### src/rtl/dsrl_pkg.sv
// shared constants and control structs for the dual slew rate limiter
// no dependencies; compiled first

package dsrl_pkg;

  // speed fields and stored speeds, signed two's complement, 1/64 units
  localparam int SPEED_WIDTH = 16;
  // step magnitude fields, unsigned
  localparam int STEP_WIDTH  = 15;

  // common width for differences, distances and step additions
  localparam int ARITH_WIDTH = ((SPEED_WIDTH > STEP_WIDTH) ? SPEED_WIDTH : STEP_WIDTH) + 1;

  // serial scaler: step * num, two bits of num a cycle, then step * num / den
  localparam int MUL_DIGITS  = (SPEED_WIDTH + 1) / 2;
  localparam int NUM_PAD     = 2 * MUL_DIGITS;
  localparam int PROD_WIDTH  = STEP_WIDTH + SPEED_WIDTH;
  localparam int CNT_SPAN    = (MUL_DIGITS > STEP_WIDTH) ? MUL_DIGITS : STEP_WIDTH;
  localparam int CNT_WIDTH   = $clog2(CNT_SPAN);

  typedef struct packed {
    logic                   start;
    logic [STEP_WIDTH-1:0]  base;
    logic [SPEED_WIDTH-1:0] num;
    logic [SPEED_WIDTH-1:0] den;
  } scale_req_t;

  typedef struct packed {
    logic                  done;
    logic [STEP_WIDTH-1:0] quot;
  } scale_rsp_t;

endpackage

### src/rtl/dsrl_if.sv
// request and result channels of the dual slew rate limiter
// depends on dsrl_pkg for the field widths

interface dsrl_cmd_if import dsrl_pkg::*; ();
  logic                          valid;
  logic                          ready;
  logic                          mode;
  logic signed [SPEED_WIDTH-1:0] target_left;
  logic signed [SPEED_WIDTH-1:0] target_right;
  logic        [STEP_WIDTH-1:0]  step_left;
  logic        [STEP_WIDTH-1:0]  step_right;

  modport source (
    output valid, mode, target_left, target_right, step_left, step_right,
    input  ready
  );
  modport sink (
    input  valid, mode, target_left, target_right, step_left, step_right,
    output ready
  );
endinterface

interface dsrl_rsp_if import dsrl_pkg::*; ();
  logic                          valid;
  logic                          ready;
  logic signed [SPEED_WIDTH-1:0] speed_left;
  logic signed [SPEED_WIDTH-1:0] speed_right;

  modport source (
    output valid, speed_left, speed_right,
    input  ready
  );
  modport sink (
    input  valid, speed_left, speed_right,
    output ready
  );
endinterface

### src/rtl/dsrl_scaler.sv
// serial step scaler: floor(base * num / den) for num <= den, den > 0
// radix-4 shift-add multiply, then restoring divide one quotient bit a cycle; uses dsrl_pkg

module dsrl_scaler import dsrl_pkg::*; (
  input  logic       clk,
  input  logic       rst,
  input  scale_req_t req,
  output scale_rsp_t rsp
);

  localparam logic [1:0] SC_IDLE = 2'd0;
  localparam logic [1:0] SC_MUL  = 2'd1;
  localparam logic [1:0] SC_DIV  = 2'd2;

  logic [1:0]             phase;
  logic [CNT_WIDTH-1:0]   cnt;
  logic [STEP_WIDTH-1:0]  base_r;
  logic [STEP_WIDTH+1:0]  base3;
  logic [NUM_PAD-1:0]     numsr;
  logic [SPEED_WIDTH-1:0] den_r;
  logic [PROD_WIDTH-1:0]  acc;
  logic [SPEED_WIDTH-1:0] rem;
  logic [STEP_WIDTH-1:0]  qsr;
  logic                   done;

  logic [1:0]             digit;
  logic [STEP_WIDTH+1:0]  partial;
  logic [PROD_WIDTH-1:0]  acc_next;
  logic [SPEED_WIDTH:0]   trial;
  logic [SPEED_WIDTH:0]   trial_diff;
  logic                   qbit;

  // multiples of the base step picked by the current digit
  assign digit = numsr[NUM_PAD-1 -: 2];

  always_comb begin
    case (digit)
      2'd0:    partial = '0;
      2'd1:    partial = (STEP_WIDTH+2)'(base_r);
      2'd2:    partial = (STEP_WIDTH+2)'({base_r, 1'b0});
      default: partial = base3;
    endcase
  end

  assign acc_next = (acc << 2) + PROD_WIDTH'(partial);

  // shift in the next dividend bit and try the subtraction
  assign trial      = {rem, qsr[STEP_WIDTH-1]};
  assign trial_diff = trial - {1'b0, den_r};
  assign qbit       = (trial >= {1'b0, den_r});

  always_ff @(posedge clk) begin
    if (rst) begin
      phase <= SC_IDLE;
      done  <= 1'b0;
    end else begin
      done <= 1'b0;
      case (phase)
        SC_IDLE: begin
          if (req.start) begin
            phase <= SC_MUL;
          end
        end
        SC_MUL: begin
          if (cnt == '0) begin
            phase <= SC_DIV;
          end
        end
        SC_DIV: begin
          if (cnt == '0) begin
            phase <= SC_IDLE;
            done  <= 1'b1;
          end
        end
        default: phase <= SC_IDLE;
      endcase
    end
  end

  always_ff @(posedge clk) begin
    case (phase)
      SC_IDLE: begin
        base_r <= req.base;
        base3  <= (STEP_WIDTH+2)'(req.base) + (STEP_WIDTH+2)'({req.base, 1'b0});
        numsr  <= NUM_PAD'(req.num);
        den_r  <= req.den;
        acc    <= '0;
        cnt    <= CNT_WIDTH'(MUL_DIGITS - 1);
      end
      SC_MUL: begin
        acc   <= acc_next;
        numsr <= numsr << 2;
        cnt   <= cnt - 1'b1;
        if (cnt == '0) begin
          rem <= acc_next[PROD_WIDTH-1:STEP_WIDTH];
          qsr <= acc_next[STEP_WIDTH-1:0];
          cnt <= CNT_WIDTH'(STEP_WIDTH - 1);
        end
      end
      SC_DIV: begin
        rem <= qbit ? trial_diff[SPEED_WIDTH-1:0] : trial[SPEED_WIDTH-1:0];
        qsr <= {qsr[STEP_WIDTH-2:0], qbit};
        cnt <= cnt - 1'b1;
      end
      default: cnt <= '0;
    endcase
  end

  assign rsp.done = done;
  assign rsp.quot = qsr;

  // a new request only arrives while the unit is free
  a_start_idle: assert property (@(posedge clk) disable iff (rst)
    req.start |-> phase == SC_IDLE)
    else $error("scaler started while busy");

  // the remainder stays below the divisor throughout the divide
  a_rem_bound: assert property (@(posedge clk) disable iff (rst)
    phase == SC_DIV |-> rem < den_r)
    else $error("scaler remainder out of range");

  // with num <= den the scaled step never exceeds the base step
  a_quot_bound: assert property (@(posedge clk) disable iff (rst)
    rsp.done |-> rsp.quot <= base_r)
    else $error("scaled step larger than base step");

endmodule

### src/rtl/dual_slew_rate_limiter_unit.sv
// top level of the dual slew rate limiter: request/result channels, speed state, sequencing
// depends on dsrl_pkg, dsrl_if (dsrl_cmd_if, dsrl_rsp_if) and dsrl_scaler

// Two-channel speed ramp for a left/right drive. Each request carries a mode, a target and a
// step per channel; the block moves its stored left and right speeds (reset to zero) toward
// the targets and returns the new pair of speeds as one result. In independent mode each
// channel moves by its own step; in balanced mode the channel with the larger remaining
// distance moves by step_left and the other by floor(step_left * smaller / larger), so both
// arrive together (ties count the left channel as larger). A channel within its step lands
// exactly on its target, and a target at the most negative code is pulled in by one, so the
// speeds stay in a symmetric range. The block handles one request at a time. Independent
// requests pass through the difference, compare and apply steps; balanced requests with a
// non-zero distance also wait after the compare step for the serial scaler, which
// multiplies two bits a cycle and then divides one quotient bit a cycle. The result sits
// in an output register, so the block is free to take the next request while a result is
// still waiting; it only holds off its final step while that register is full.

module dual_slew_rate_limiter_unit import dsrl_pkg::*; (
  input logic     clk,
  input logic     rst,
  dsrl_cmd_if.sink   cmd,
  dsrl_rsp_if.source rsp
);

  localparam logic [2:0] ST_IDLE  = 3'd0;
  localparam logic [2:0] ST_DIFF  = 3'd1;
  localparam logic [2:0] ST_CMP   = 3'd2;
  localparam logic [2:0] ST_WAIT  = 3'd3;
  localparam logic [2:0] ST_APPLY = 3'd4;

  localparam logic signed [SPEED_WIDTH-1:0] SPEED_MIN_CODE = {1'b1, {(SPEED_WIDTH-1){1'b0}}};
  localparam logic signed [SPEED_WIDTH-1:0] SPEED_MIN_SAT  = {1'b1, {(SPEED_WIDTH-2){1'b0}}, 1'b1};

  // symmetric range: the most negative code is pulled in by one
  function automatic logic signed [SPEED_WIDTH-1:0] sat_speed(
    input logic signed [SPEED_WIDTH-1:0] raw
  );
    return (raw == SPEED_MIN_CODE) ? SPEED_MIN_SAT : raw;
  endfunction

  logic [2:0] state;

  // latched request
  logic                          mode_r;
  logic signed [SPEED_WIDTH-1:0] targ_l;
  logic signed [SPEED_WIDTH-1:0] targ_r;
  logic        [STEP_WIDTH-1:0]  base_l;
  logic        [STEP_WIDTH-1:0]  base_r;

  // stored speeds
  logic signed [SPEED_WIDTH-1:0] left_speed;
  logic signed [SPEED_WIDTH-1:0] right_speed;

  // per-request working values
  logic signed [ARITH_WIDTH-1:0] delta_l;
  logic signed [ARITH_WIDTH-1:0] delta_r;
  logic        [ARITH_WIDTH-1:0] dist_l;
  logic        [ARITH_WIDTH-1:0] dist_r;
  logic        [STEP_WIDTH-1:0]  step_l;
  logic        [STEP_WIDTH-1:0]  step_r;
  logic                          left_big;

  // output register
  logic                          out_valid;
  logic signed [SPEED_WIDTH-1:0] out_left;
  logic signed [SPEED_WIDTH-1:0] out_right;

  scale_req_t sc_req;
  scale_rsp_t sc_rsp;

  logic                          cmd_fire;
  logic                          slot_free;
  logic signed [ARITH_WIDTH-1:0] cur_lx;
  logic signed [ARITH_WIDTH-1:0] cur_rx;
  logic signed [ARITH_WIDTH-1:0] diff_l;
  logic signed [ARITH_WIDTH-1:0] diff_r;
  logic                          cmp_left_big;
  logic                          need_scale;
  logic        [ARITH_WIDTH-1:0] step_lx;
  logic        [ARITH_WIDTH-1:0] step_rx;
  logic signed [ARITH_WIDTH-1:0] move_l;
  logic signed [ARITH_WIDTH-1:0] move_r;
  logic signed [SPEED_WIDTH-1:0] new_l;
  logic signed [SPEED_WIDTH-1:0] new_r;

  assign cmd.ready = (state == ST_IDLE);
  assign cmd_fire  = cmd.valid && cmd.ready;
  assign slot_free = !out_valid || rsp.ready;

  // signed distance to target, then its magnitude
  assign cur_lx = ARITH_WIDTH'(left_speed);
  assign cur_rx = ARITH_WIDTH'(right_speed);
  assign diff_l = ARITH_WIDTH'(targ_l) - cur_lx;
  assign diff_r = ARITH_WIDTH'(targ_r) - cur_rx;

  // ties go to the left channel
  assign cmp_left_big = (dist_l >= dist_r);
  // nothing to scale when both channels already sit on their targets
  assign need_scale   = mode_r && (!cmp_left_big || (dist_l != '0));

  assign sc_req.start = (state == ST_CMP) && need_scale;
  assign sc_req.base  = base_l;
  assign sc_req.num   = cmp_left_big ? dist_r[SPEED_WIDTH-1:0] : dist_l[SPEED_WIDTH-1:0];
  assign sc_req.den   = cmp_left_big ? dist_l[SPEED_WIDTH-1:0] : dist_r[SPEED_WIDTH-1:0];

  dsrl_scaler u_scaler (
    .clk (clk),
    .rst (rst),
    .req (sc_req),
    .rsp (sc_rsp)
  );

  // final move: snap when within the step, otherwise one step toward the target
  assign step_lx = ARITH_WIDTH'(step_l);
  assign step_rx = ARITH_WIDTH'(step_r);
  assign move_l  = delta_l[ARITH_WIDTH-1] ? cur_lx - $signed(step_lx) : cur_lx + $signed(step_lx);
  assign move_r  = delta_r[ARITH_WIDTH-1] ? cur_rx - $signed(step_rx) : cur_rx + $signed(step_rx);
  assign new_l   = (dist_l <= step_lx) ? targ_l : move_l[SPEED_WIDTH-1:0];
  assign new_r   = (dist_r <= step_rx) ? targ_r : move_r[SPEED_WIDTH-1:0];

  // sequencer and stored speeds
  always_ff @(posedge clk) begin
    if (rst) begin
      state       <= ST_IDLE;
      left_speed  <= '0;
      right_speed <= '0;
      out_valid   <= 1'b0;
    end else begin
      case (state)
        ST_IDLE: begin
          if (cmd_fire) begin
            state <= ST_DIFF;
          end
        end
        ST_DIFF: begin
          state <= ST_CMP;
        end
        ST_CMP: begin
          state <= need_scale ? ST_WAIT : ST_APPLY;
        end
        ST_WAIT: begin
          if (sc_rsp.done) begin
            state <= ST_APPLY;
          end
        end
        ST_APPLY: begin
          if (slot_free) begin
            left_speed  <= new_l;
            right_speed <= new_r;
            state       <= ST_IDLE;
          end
        end
        default: state <= ST_IDLE;
      endcase
      // result register: loaded on the final step, emptied when taken
      if ((state == ST_APPLY) && slot_free) begin
        out_valid <= 1'b1;
      end else if (rsp.ready) begin
        out_valid <= 1'b0;
      end
    end
  end

  // datapath registers, no reset needed
  always_ff @(posedge clk) begin
    if (cmd_fire) begin
      mode_r <= cmd.mode;
      targ_l <= sat_speed(cmd.target_left);
      targ_r <= sat_speed(cmd.target_right);
      base_l <= cmd.step_left;
      base_r <= cmd.step_right;
    end
    if (state == ST_DIFF) begin
      delta_l <= diff_l;
      delta_r <= diff_r;
      dist_l  <= diff_l[ARITH_WIDTH-1] ? ARITH_WIDTH'(-diff_l) : ARITH_WIDTH'(diff_l);
      dist_r  <= diff_r[ARITH_WIDTH-1] ? ARITH_WIDTH'(-diff_r) : ARITH_WIDTH'(diff_r);
    end
    if (state == ST_CMP) begin
      left_big <= cmp_left_big;
      if (!mode_r) begin
        step_l <= base_l;
        step_r <= base_r;
      end else if (cmp_left_big) begin
        // the right step is filled in by the scaler unless both distances are zero
        step_l <= base_l;
        step_r <= '0;
      end else begin
        step_r <= base_l;
        step_l <= '0;
      end
    end
    if ((state == ST_WAIT) && sc_rsp.done) begin
      if (left_big) begin
        step_r <= sc_rsp.quot;
      end else begin
        step_l <= sc_rsp.quot;
      end
    end
    if ((state == ST_APPLY) && slot_free) begin
      out_left  <= new_l;
      out_right <= new_r;
    end
  end

  assign rsp.valid       = out_valid;
  assign rsp.speed_left  = out_left;
  assign rsp.speed_right = out_right;

  // an accepted request always starts with the difference step
  a_accept_seq: assert property (@(posedge clk) disable iff (rst)
    cmd_fire |=> state == ST_DIFF)
    else $error("accepted request did not start processing");

  // the scaler only reports back while the sequencer waits for it
  a_scale_done: assert property (@(posedge clk) disable iff (rst)
    sc_rsp.done |-> state == ST_WAIT)
    else $error("scaler result arrived outside the wait step");

  // a loaded result mirrors the speeds just stored
  a_result_state: assert property (@(posedge clk) disable iff (rst)
    (state == ST_APPLY) && slot_free |=>
      rsp.valid && (rsp.speed_left == left_speed) && (rsp.speed_right == right_speed))
    else $error("result does not match stored speeds");

endmodule

### src/flat_wrapper.sv
// flat-port wrapper written by rule: the top's interface ports become plain ports
module dual_slew_rate_limiter_unit_flat import dsrl_pkg::*;
  (clk, rst, cmd_valid, cmd_mode, cmd_target_left, cmd_target_right, cmd_step_left, cmd_step_right, cmd_ready, rsp_valid, rsp_speed_left, rsp_speed_right, rsp_ready);
  dsrl_cmd_if cmd_i ();
  dsrl_rsp_if rsp_i ();
  input logic clk;
  input logic rst;
  input wire logic [$bits(cmd_i.valid)-1:0] cmd_valid;
  input wire logic [$bits(cmd_i.mode)-1:0] cmd_mode;
  input wire logic [$bits(cmd_i.target_left)-1:0] cmd_target_left;
  input wire logic [$bits(cmd_i.target_right)-1:0] cmd_target_right;
  input wire logic [$bits(cmd_i.step_left)-1:0] cmd_step_left;
  input wire logic [$bits(cmd_i.step_right)-1:0] cmd_step_right;
  output wire logic [$bits(cmd_i.ready)-1:0] cmd_ready;
  output wire logic [$bits(rsp_i.valid)-1:0] rsp_valid;
  output wire logic [$bits(rsp_i.speed_left)-1:0] rsp_speed_left;
  output wire logic [$bits(rsp_i.speed_right)-1:0] rsp_speed_right;
  input wire logic [$bits(rsp_i.ready)-1:0] rsp_ready;
  assign cmd_i.valid = cmd_valid;
  assign cmd_i.mode = cmd_mode;
  assign cmd_i.target_left = cmd_target_left;
  assign cmd_i.target_right = cmd_target_right;
  assign cmd_i.step_left = cmd_step_left;
  assign cmd_i.step_right = cmd_step_right;
  assign cmd_ready = cmd_i.ready;
  assign rsp_valid = rsp_i.valid;
  assign rsp_speed_left = rsp_i.speed_left;
  assign rsp_speed_right = rsp_i.speed_right;
  assign rsp_i.ready = rsp_ready;
  dual_slew_rate_limiter_unit u_core (.clk(clk), .rst(rst), .cmd(cmd_i), .rsp(rsp_i));
endmodule
### config.mk
export PLATFORM = sky130hd
export DESIGN_NAME = dual_slew_rate_limiter_unit_flat
export DESIGN_NICKNAME = d
export VERILOG_FILES = /design/src/rtl/dsrl_pkg.sv /design/src/rtl/dsrl_if.sv /design/src/rtl/dsrl_scaler.sv /design/src/rtl/dual_slew_rate_limiter_unit.sv /design/src/flat_wrapper.sv
export SDC_FILE = /design/constraint.sdc
export NUM_CORES = 1
export LEC_CHECK = 0
export ABC_AREA = 0
export BUFFER_PORTS_ARGS = -buffer_cell sky130_fd_sc_hd__buf_2
export CAP_MARGIN = 20
export CORE_UTILIZATION = 60
export CTS_BUF_LIST = sky130_fd_sc_hd__clkbuf_8 sky130_fd_sc_hd__clkbuf_16
export DETAILED_ROUTE_END_ITERATION = 12
export PLACE_DENSITY = 0.78
export SLEW_MARGIN = 5
export SYNTH_ARGS = -nofsm -noshare
export SYNTH_HDL_FRONTEND = slang
export SYNTH_HIERARCHICAL = 1
export SYNTH_SLANG_ARGS = --single-unit
### constraint.sdc
create_clock -name clk -period 4.9 [get_ports clk]
set_input_delay 0.49 -clock clk [delete_from_list [all_inputs] [get_ports clk]]
set_output_delay 0.49 -clock clk [all_outputs]
set_load 0.05 [all_outputs]
==> flow_summary.toml <==
[yosys]
synthCells = 2053
synth_top_family_by_area = "compound AO/OA/AOI/OAI gates"
synth_mux_area_share_pct = 5.63
synth.avg_cell_area_um2 = 10.2
synthesis.area_um2 = 21000
ys_seq_area_share_pct = 43.5
yosys_most_used_dff = "edfxtp_1"
synth_compound_area_share_pct = 16.9
ys.warnings.count = 6
synth_seq_cells = 328
synth_fa_ha_area_share_pct = 10.4
ys_types = 94
synth_edf_count = 255
synth-simple-area-share_pct = 13.1
synth_fp_nets = 2289
synthArstFlopShare_pct = 0
synth_xor_area_share_pct = 5.97

[timing]
rsz0062_at_grt = "false"
post-route-min-period_ns = 4.02
skew_ns = 0.0184
min_period_over_period_pct = 82.0
tightest_slew_ns = 1.20
drv_slew = 0
setup_viol = 0
hold_viol = 0
holdWs_ns = 0.136
max_slew_margin_pct = 19.4
clock.fmax_ghz = 0.249
tns_ns = 0

[grt]
grt_pass1_wl_mm = 82.3
grt_remaining_overflow = 0
first_global_vias = 15585
grtUsageTotal_pct = 29.3
grt_max_degree = 49
antenna_found_initial = 0

[setup_path]
critPathLaunchType = "register"
critPathSlowestCell = "edfxtp_1"
ff2ff_setup_slack_ns = 0.88
path_buf_inv = 0
cp_cell_sequence = "mux2_2, a22o_1, ha_1, fa_1, a211o_1, a21boi_1, o31ai_1, a211oi_2, nor3_1, xnor2_1, mux2i_1"
timing.critical_path.to_type = "register"
cp_top_family = "compound AO/OA/AOI/OAI gates"
worstPathMaxFanout = 19
cp_slowest_stage_delay_ns = 0.80
worst_ep_required_time_ns = 5.16
worstSetupPathType = "register to register"
arrival_ns = 4.28

[finish]
syn_to_final_growth_pct = 9.25
final_net_count = 2357
top_register = "u_core/u_scaler/acc"
layout_commonest_cell = "edfxtp_1"
register_area_um2 = 9120
largest_reg_flops = 29
mostFrequentLayoutCells = "255 x edfxtp_1, 164 x inv_1, 162 x ha_1"
diodes = 0
drive_above_1_share_pct = 13.4
final_cells = 2601
largest_registers = "u_core/u_scaler/acc (29), u_core/dist_l (17), u_core/dist_r (17)"
n_fill_cell = 2712
multiInputGateArea_um2 = 10900

[routing]
drtIter0Drc = 1278
wl_per_cell_um = 20.2
wirelength_mm = 52.7
num_vias = 16233
antenna_left = 0
drt_first_pass_iters = 5
drc = 0
via_per_inst = 6.24

[power]
p_seq_share_pct = 36.7
power.density_nw_per_um2 = 467
pwr-share-clk_pct = 23.3
pwr-share-comb_pct = 40.1
power.switching_mw = 3.89
power.internal_mw = 6.81
p_leak_nw = 9.12
switching_share_pct = 36.3
peakVddDrop_mv = 0.374

[placement]
dpl.hpwl_mm = 39.1
port_buffers = 100
gp_congestion = 0.933
placed_cells = 2538

[clock_network]
cts-root-buf = "clkbuf_16"
clk_pin_slew_worst_paths_ns = 0.06
clk_latency_ns = 0.53
cts_resized = 0
cts_tree = "yes"
cts.sinks = 328
ctsHoldBuffers = 0
cts_buffers = 36
cts_htree_levels = 2
postCtsSetupRepairBufs = 0
clockBufferDepth = 3

[floorplan]
core_area_um2 = 34500
boundaryPins = 101
start_util_pct = 60.9
die_w_um = 189
fp-row-count = 68
die_h_um = 189
die_area_um2 = 35700

[job]
cap_viol_max_count = 0

[hold_path]
hold_path_class = "primary input to register"

[outcome]
status = "completed"
per-stage QoR:
| stage | util (%) | total power, mW | setup WS, ns | instance area, µm² |
|---|---|---|---|---|
| floorplan | - | 7.12 | 1.23 | 21000 |
| finish | 66.5 | 10.7 | 0.882 | 22900 |
| global placement | 63.4 | 8.02 | 1.00 | 21800 |
| global route | 66.5 | 11.3 | 0.666 | 22900 |
| detailed placement | 63.4 | 8.14 | 0.902 | 21800 |
| CTS | 66.5 | 10.7 | 0.918 | 22900 |
layer usage:
| metal | global-route usage (%) | up-vias | wire (µm) |
|---|---|---|---|
| li1 | - | 7691 | - |
| met1 | 38.1 | 7869 | 22400 |
| met2 | 49.1 | 562 | 24800 |
| met3 | 3.97 | 111 | 3330 |
| met4 | 12.3 | 0 | 2120 |
| met5 | 0 | - | 0 |
kinds of logic after synthesis:
| family | after synthesis |
|---|---|
| AND/OR/NAND/NOR | 547 |
| AO/OA/AOI/OAI | 512 |
| flip-flops | 328 |
| buffers and inverters | 247 |
| adder cells (fa/ha/maj) | 170 |
| XOR/XNOR | 143 |
| multiplexers | 106 |
cell type report:
cell class / count / share of cell area (%)
clock inverter: 25 / 0.513
multi-input combinational: 1478 / 47.6
clock buffer: 38 / 4.15
inverter: 156 / 2.56
sequential: 328 / 39.8
timing repair buffer: 121 / 2.87
tap: 455 / 2.48
cell usage after synthesis, types with 23 or more instances:
library cell,count,area (µm²)
nand2_1,141,529
a21o_1,36,270
edfxtp_1,255,7660
xnor2_1,101,885
o21a_1,29,218
o21ai_0,78,390
ha_1,162,2030
dfxtp_1,73,1460
nor3_1,44,220
xor2_1,42,368
nor2b_1,27,169
inv_1,153,574
a31oi_1,35,219
mux2_2,66,743
mux2i_1,31,310
nand2b_1,23,144
nor2_1,150,563
clkbuf_1,74,278
a21oi_1,128,641
nand3_1,35,175
power by group through the flow:
stage          clock network, mW  registers [mW]  logic (mW)
2_1_floorplan                  0            3.81        3.31
3_3_place_gp                   0            3.94        4.08
3_5_place_dp                   0            3.96        4.18
4_1_cts                     2.53            3.91        4.24
5_1_grt                     2.62            3.95        4.72
6_report                    2.49            3.92        4.29
path summary, 6_finish.rpt:
kind / from / to / depth (start not counted)
worst min-delay path: cmd_step_right[2] / u_core/base_r[2] / 1
worst min register to register: u_core/right_speed[2] / u_core/right_speed[2] / 2
worst max register to register: u_core/u_scaler/numsr[14] / u_core/u_scaler/rem[9] / 11
worst max-delay path: u_core/u_scaler/numsr[14] / u_core/u_scaler/rem[9] / 11
worst reg2reg max path, cell delays in order, from the launching register on:
cell and delay, ns:
edfxtp_1 0.80, mux2_2 0.41, a22o_1 0.24, ha_1 0.24, fa_1 0.43, a211o_1 0.31
a21boi_1 0.17, o31ai_1 0.16, a211oi_2 0.54, nor3_1 0.12, xnor2_1 0.23, mux2i_1 0.10
Power figures use the tool's default switching activity.
